--- src/sv/iiea_pkg.sv ---
// Shared types and constants for the indexed insert/erase array.
// Holds the operation and status codes and the command broadcast to the cells.
// No dependencies.
package iiea_pkg;

  localparam int CAPACITY_DEF  = 16;
  localparam int WORD_W        = 32;
  localparam int INDEX_W       = 5;
  localparam int COUNT_FIELD_W = 5;
  localparam int OP_W          = 2;
  localparam int ST_W          = 2;
  // Wide enough for the position of any cell up to the largest capacity.
  localparam int CELL_IDX_W    = 9;

  localparam logic [OP_W-1:0] OP_INSERT = 2'd0;
  localparam logic [OP_W-1:0] OP_ERASE  = 2'd1;
  localparam logic [OP_W-1:0] OP_READ   = 2'd2;

  localparam logic [ST_W-1:0] ST_OK        = 2'd0;
  localparam logic [ST_W-1:0] ST_FULL      = 2'd1;
  localparam logic [ST_W-1:0] ST_EMPTY     = 2'd2;
  localparam logic [ST_W-1:0] ST_BAD_INDEX = 2'd3;

  // Command seen by every cell in the same cycle.
  typedef struct packed {
    logic               ins;
    logic               ers;
    logic [INDEX_W-1:0] pos;
  } cmd_t;

endpackage

--- src/sv/iiea_cell.sv ---
// One storage cell of the indexed insert/erase array.
// Depends on iiea_pkg for the command type and word width.
module iiea_cell #(
  parameter int IDX = 0
) (
  input  logic                        clk,
  input  logic                        rst,
  input  iiea_pkg::cmd_t              cmd,
  input  logic [iiea_pkg::WORD_W-1:0] lower,
  input  logic [iiea_pkg::WORD_W-1:0] upper,
  input  logic [iiea_pkg::WORD_W-1:0] word,
  output logic [iiea_pkg::WORD_W-1:0] entry
);
  import iiea_pkg::*;

  localparam logic [CELL_IDX_W-1:0] MY_IDX = CELL_IDX_W'(IDX);

  logic [CELL_IDX_W-1:0] pos_ext;
  logic                  at_pos;
  logic                  above_pos;
  logic [WORD_W-1:0]     entry_next;

  assign pos_ext   = CELL_IDX_W'(cmd.pos);
  assign at_pos    = (MY_IDX == pos_ext);
  assign above_pos = (MY_IDX > pos_ext);

  always_comb begin
    entry_next = entry;
    if (cmd.ins) begin
      if (above_pos) begin
        entry_next = lower;
      end else if (at_pos) begin
        entry_next = word;
      end
    end else if (cmd.ers) begin
      if (above_pos || at_pos) begin
        entry_next = upper;
      end
    end
  end

  always_ff @(posedge clk) begin
    if (rst) begin
      entry <= '0;
    end else begin
      entry <= entry_next;
    end
  end

endmodule

--- src/sv/indexed_insert_erase_array.sv ---
// Top level of the indexed insert/erase array: a row of cells and the list control.
// Depends on iiea_pkg and iiea_cell.
//
// Channel  Dir  Contents (lowest bit first)
// s        in   tdata: index[4:0], value[36:5]; tuser: op[1:0]
// m        out  tdata: read_value[31:0], element_count[36:32]; tuser: status[1:0]
//
// Each word is handled as follows: every cell loads its next entry from a
// neighbour, from the input word or from itself on the edge at which the word is
// accepted, and the result is registered for the output in the same edge.
// The read path is a selector over the cells, so the cell row sets the cycle time.
// Reset clears every entry and the count at once; no clearing pass is needed.
// A stalled result holds in the output register, and a new input word is taken
// in the cycle in which the waiting result leaves.
module indexed_insert_erase_array #(
  parameter int CAPACITY = iiea_pkg::CAPACITY_DEF
) (
  input  logic        clk,
  input  logic        rst,
  input  logic        s_tvalid,
  output logic        s_tready,
  input  logic [39:0] s_tdata,   // index[4:0], value[36:5], zero fill above
  input  logic [1:0]  s_tuser,   // op[1:0]
  output logic        m_tvalid,
  input  logic        m_tready,
  output logic [39:0] m_tdata,   // read_value[31:0], element_count[36:32], zero fill
  output logic [1:0]  m_tuser    // status[1:0]
);
  import iiea_pkg::*;

  // The count must hold the capacity itself; comparisons run at a width that also
  // holds any index the input can carry.
  localparam int CNT_W = $clog2(CAPACITY + 1);
  localparam int CMP_W = (CNT_W > INDEX_W) ? CNT_W : INDEX_W;
  localparam int AW    = $clog2(CAPACITY);
  localparam logic [CMP_W-1:0] CAP_C = CMP_W'(CAPACITY);

  logic [OP_W-1:0]    in_op;
  logic [INDEX_W-1:0] in_index;
  logic [WORD_W-1:0]  in_value;
  logic               s_acc;

  logic [CNT_W-1:0]   count;
  logic [CNT_W-1:0]   count_next;
  logic [CMP_W-1:0]   count_ext;
  logic [CMP_W-1:0]   pos_ext;
  logic [ST_W-1:0]    status_next;
  logic [WORD_W-1:0]  rd_next;
  logic               do_ins;
  logic               do_ers;
  cmd_t               cmd;

  logic [WORD_W-1:0]  entries [CAPACITY];

  logic [WORD_W-1:0]        out_value;
  logic [COUNT_FIELD_W-1:0] out_count;
  logic [ST_W-1:0]          out_status;

  assign in_op    = s_tuser;
  assign in_index = s_tdata[4:0];
  assign in_value = s_tdata[36:5];

  // The output register frees up whenever its word is taken.
  assign s_tready = !m_tvalid || m_tready;
  assign s_acc    = s_tvalid && s_tready;

  assign count_ext = CMP_W'(count);
  assign pos_ext   = CMP_W'(in_index);

  // Decide the status and whether the row shifts. A full list outranks a bad
  // index on insert, and an empty list outranks it on erase. The unused
  // operation code changes nothing and reports success.
  always_comb begin
    status_next = ST_OK;
    do_ins      = 1'b0;
    do_ers      = 1'b0;
    rd_next     = '0;
    unique case (in_op)
      OP_INSERT: begin
        if (count_ext == CAP_C) begin
          status_next = ST_FULL;
        end else if (pos_ext > count_ext) begin
          status_next = ST_BAD_INDEX;
        end else begin
          do_ins = 1'b1;
        end
      end
      OP_ERASE: begin
        if (count == '0) begin
          status_next = ST_EMPTY;
        end else if (pos_ext >= count_ext) begin
          status_next = ST_BAD_INDEX;
        end else begin
          do_ers = 1'b1;
        end
      end
      OP_READ: begin
        // The count never exceeds the capacity, so an index below the count
        // always addresses a real cell.
        if (pos_ext >= count_ext) begin
          status_next = ST_BAD_INDEX;
        end else begin
          rd_next = entries[pos_ext[AW-1:0]];
        end
      end
      default: begin
        status_next = ST_OK;
      end
    endcase
  end

  always_comb begin
    count_next = count;
    if (do_ins) begin
      count_next = count + CNT_W'(1);
    end else if (do_ers) begin
      count_next = count - CNT_W'(1);
    end
  end

  assign cmd.ins = s_acc && do_ins;
  assign cmd.ers = s_acc && do_ers;
  assign cmd.pos = in_index;

  // The row of cells. Slots at and above the count always hold zero, so the word
  // shifted out of the top cell on insert is zero, and erase pulls zero into the
  // freed slot from the cell above it (or from the constant beyond the top cell).
  for (genvar i = 0; i < CAPACITY; i++) begin : g_cell
    logic [WORD_W-1:0] lower;
    logic [WORD_W-1:0] upper;
    if (i == 0) begin : g_lo_end
      assign lower = '0;
    end else begin : g_lo
      assign lower = entries[i-1];
    end
    if (i == CAPACITY - 1) begin : g_hi_end
      assign upper = '0;
    end else begin : g_hi
      assign upper = entries[i+1];
    end
    iiea_cell #(
      .IDX(i)
    ) u_cell (
      .clk  (clk),
      .rst  (rst),
      .cmd  (cmd),
      .lower(lower),
      .upper(upper),
      .word (in_value),
      .entry(entries[i])
    );
  end

  always_ff @(posedge clk) begin
    if (rst) begin
      count    <= '0;
      m_tvalid <= 1'b0;
    end else begin
      if (s_acc) begin
        count    <= count_next;
        m_tvalid <= 1'b1;
      end else if (m_tready) begin
        m_tvalid <= 1'b0;
      end
    end
  end

  // Result payload; the count field reports the low bits of the count only.
  always_ff @(posedge clk) begin
    if (s_acc) begin
      out_value  <= rd_next;
      out_count  <= COUNT_FIELD_W'(CMP_W'(count_next));
      out_status <= status_next;
    end
  end

  assign m_tdata = {3'b000, out_count, out_value};
  assign m_tuser = out_status;

  // The count stays within the capacity.
  a_count_bound : assert property (@(posedge clk) disable iff (rst)
    CMP_W'(count) <= CAP_C)
    else $error("count exceeds capacity");

  // Every accepted word produces a result in the next cycle.
  a_result_follows : assert property (@(posedge clk) disable iff (rst)
    s_acc |=> m_tvalid)
    else $error("accepted word gave no result");

  // A rejected operation leaves the count alone.
  a_reject_holds : assert property (@(posedge clk) disable iff (rst)
    (s_acc && status_next != ST_OK) |=> count == $past(count))
    else $error("count changed on a rejected operation");

  // The top cell is empty unless the list is full.
  a_top_clear : assert property (@(posedge clk) disable iff (rst)
    (CMP_W'(count) < CAP_C) |-> entries[CAPACITY-1] == '0)
    else $error("slot beyond the count is not zero");

endmodule

--- config.mk ---
export PLATFORM = sky130hd
export DESIGN_NAME = indexed_insert_erase_array
export DESIGN_NICKNAME = d
export VERILOG_FILES = /design/src/sv/iiea_pkg.sv /design/src/sv/iiea_cell.sv /design/src/sv/indexed_insert_erase_array.sv
export SDC_FILE = /design/constraint.sdc
export NUM_CORES = 2
export LEC_CHECK = 0
export BUFFER_PORTS_ARGS = -buffer_cell sky130_fd_sc_hd__buf_4
export CAP_MARGIN = 10
export CORE_UTILIZATION = 49
export CTS_BUF_LIST = sky130_fd_sc_hd__clkbuf_8
export DETAILED_ROUTE_END_ITERATION = 16
export HOLD_SLACK_MARGIN = 0.06
export PLACE_DENSITY = 0.72
export SETUP_SLACK_MARGIN = 0.15
export SLEW_MARGIN = 20
export SYNTH_ARGS = -nofsm -noshare
export SYNTH_HDL_FRONTEND = slang
export SYNTH_SLANG_ARGS = --single-unit
--- constraint.sdc ---
create_clock -name clk -period 3.68 [get_ports clk]
set_input_delay 0.184 -clock clk [delete_from_list [all_inputs] [get_ports clk]]
set_output_delay 0.184 -clock clk [all_outputs]
set_load 0.05 [all_outputs]
==> summary.txt <==
Floorplan
  – IO Count: 90
  – Die X: 259 um
  – Initial Util: 49.9%
  – Die Y: 259 um
  – Die Area: 67000 um2
  – Num rows: 93
  – Core ar.: 64800 um2

Pwr
  – Peak supply drop: 0.000291 V
  – P per Cell Area: 388 nW/um2
  – Lkg Pwr: 12.3 nW

Worst setup path
  – Worst Setup Path Type: reg2reg
  – WP data required: 4.31 ns
  – CP Capture Type: flop
  – Setup crit start kind: flop
  – Data arrival time of the critical path: 3.96 ns
  – Max FO, Critical Path: 18

Logic synthesis
  – Syn Area/Cell: 9.68 um2
  – Top_reg_cell synth: dfxtp_1
  – Yosys cell types: 55
  – Largest cells by area after synthesis: dfxtp_1 32%, mux2i_1 14%, o2bb2ai_1 12%
  – Share of the yosys chip area belonging to registers: 35.7%
  – Synth warnings: 0
  – Post-synthesis register bit count: 557
  – Top cell type by total area after synthesis: dfxtp_1
  – Cell area after synthesis: 32300 um2
  – Synth async-reset ratio: 0%
  – Number of synthesized flops with an enable pin: 39
  – Mapped Cells: 3338
  – Top-area cell type share of the netlist area: 32.1%

STA
  – Slew margin rel.: 7.35%
  – Tmin final: 3.33 ns
  – RSZ-0062 raised after global routing: false
  – Setup TNS Final: 0 ns
  – Final setup viols: 0
  – Crit share post-route: 90.5%
  – Clock Skew: 0.0432 ns
  – Fmax: 300 MHz
  – Hold Fails Final Rpt: 0
  – Max Slew Vio Count: 0
  – Least-Margin Pin Slew: 1.39 ns

Detailed routing
  – Final ANT Viol Nets: 1
  – Vias per cell: 7.04
  – Drc violations: 0
  – Via count: 29900
  – Drt wl/cell: 27.3 um
  – DRT iter0 DRCs: 4225
  – 1st-pass router iterations: 6
  – Routed wire length: 116000 um

Layout
  – Fillers: 5590
  – Area growth syn-to-layout: 13.3%
  – Final instance area: 36600 um2
  – Share of layout cells above drive strength 1: 18.3%
  – Layout Nets: 3351

Clock network
  – Clock root cell: clkbuf_8
  – Clk slew on worst S/H paths: 0.06 ns
  – Num Clock Sinks: 557
  – CTS tree: done
  – Clock Tree Buf Depth: 3
  – Clk_lat worst skew: 0.73 ns
  – H-tree depth: 3
  – CTS Buf Count: 98
  – Setup Fix Bufs, Post-CTS: 0

Global route
  – Antenna violations before repair: 9
  – Largest net degree at the start of global routing: 178
  – Vias in the first global route: 27500
  – GRT Resource Usage Total: 33.3%
  – GRT Residual Overflow: 0
  – Global-route wire length before repair: 172000 um

Placement
  – Routability cong.: 0.893
  – Post-DP HPWL: 66600 um
  – Placed Instance Area: 34000 um2
  – Port Buffers: 83

Status
  – Status: finished, violations left
  – Failing checks: antenna violations

Run
  – Total of max-cap violations: 0

Worst hold path
  – HP Class: in2reg
-- worst max-delay path: stages, from the launching register on --
cell	delay (ns)
dfxtp_1	0.46
inv_1	0.14
ha_1	0.31
and3_1	0.25
o21ai_1	0.21
a21oi_4	0.34
nor3_4	0.10
buf_12	0.20
a21oi_4	0.78
buf_12	0.30
o2bb2ai_1	0.14
-- through the flow --
step	hold slack (ns)	instances	utilization [%]	total power [mW]	setup WS, ns
finish	0.342	4247	56.5	14.2	0.349
global route	0.330	4240	56.5	14.6	0.181
CTS	0.287	4232	56.4	14.2	0.199
detailed placement	0.447	4009	52.5	8.00	0.205
global placement	0.436	4008	52.4	7.98	0.187
floorplan	0.313	3340	-	7.41	0.592
-- power by group --
part	switching [mW]	internal, mW	total [mW]
Combinational	1.29	0.570	1.86
Sequential	0.0108	6.12	6.13
Clock	2.78	3.45	6.23
Total	4.08	10.1	14.2
-- state kept, by name, summed over array words and instances (netlist names) --
name / count
out_value: 32
g_cell.u_cell.entry: 512
out_count: 5
m_tuser: 2
count: 5
m_tvalid: 1
-- path summary, 6_finish.rpt --
kind / startpoint / to / slack, ns / depth (start not counted)
hold / removal: s_tdata[4] / g_cell[12].u_cell.entry[15] / 0.34 / 6
setup reg to reg: count[3] / g_cell[5].u_cell.entry[1] / 0.35 / 10
setup / recovery: count[3] / g_cell[5].u_cell.entry[1] / 0.35 / 10
hold reg to reg: g_cell[15].u_cell.entry[18] / g_cell[15].u_cell.entry[18] / 0.47 / 2
-- placed cells by master, fill, tap and decap left out, types with 28 or more instances in the layout --
cell | synthesis | final
nor2_1 | 50 | 49
nor3_1 | 451 | 451
buf_4 | 10 | 175
o2bb2ai_1 | 448 | 448
dlygate4sd3_1 | 0 | 38
a311oi_1 | 32 | 32
mux2i_1 | 448 | 448
nand3_1 | 37 | 34
clkbuf_8 | 0 | 139
edfxtp_1 | 39 | 39
dfxtp_1 | 518 | 518
buf_12 | 0 | 28
mux2_2 | 33 | 33
inv_1 | 8 | 35
mux4_2 | 160 | 160
nand2_1 | 116 | 100
a21oi_1 | 491 | 486
nor2b_1 | 34 | 34
-- per-layer routing --
metal	GRT usage, %	part of all wire, %	vias up
met4	15.6	5.0	4
met3	8.02	13	382
met5	0	0.017	-
li1	-	-	12900
met2	47.3	41	2217
met1	47.4	40	14400
-- Yosys cell counts (2+ instances only) --
master       n
nor4_4       2
a31oi_1      2
mux2i_1    448
mux2_2      33
a21oi_2     13
o21ai_0      5
nor3_1     451
o21bai_1     2
a31oi_2      2
buf_6        3
dfxtp_1    518
inv_1        8
buf_2       88
a21o_1       4
a21oi_1    491
xnor2_1      6
o22ai_1      2
o2bb2ai_1  448
or2_2        2
nor2_2       2
nor2_1      50
buf_4       10
edfxtp_1    39
nor2b_1     34
nand3_1     37
nand2_1    116
mux4_2     160
a311oi_1    32
clkbuf_1   228
nand4_1      3
nand2b_1     2
buf_1       64
ha_1         8
o21ai_1      2
and3_1       3
-- cell type report --
class | instances | area, um2 | share of cell area [%]
Antenna cell | 10 | 25.0 | 0.0683
Clock buffer | 137 | 1890 | 5.15
Clock inverter | 48 | 270 | 0.738
Inverter | 9 | 33.8 | 0.0922
Multi-Input combinational cell | 2385 | 19500 | 53.1
Sequential cell | 557 | 11500 | 31.5
Tap cell | 855 | 1070 | 2.92
Timing Repair Buffer | 246 | 2350 | 6.41
-- timing repair --
action                                  CTS  global route
resized for setup                         0             1
endpoints found under the hold margin   350             0
endpoints found under the setup margin    0            42
hold buffers                             38             0
-- kinds of logic after synthesis --
| group | count (synthesis) | share of synthesized area (%) |
|---|---|---|
| flip-flops | 557 | 35.7 |
| other | 1 | 0.0116 |
| AND/OR/NAND/NOR | 711 | 10.8 |
| multiplexers | 641 | 26.2 |
| XOR/XNOR | 6 | 0.163 |
| AO/OA/AOI/OAI | 1012 | 21.7 |
| adder cells (fa/ha/maj) | 8 | 0.310 |
| buffers and inverters | 402 | 5.19 |
No activity file was read; power rests on OpenSTA's default activity.
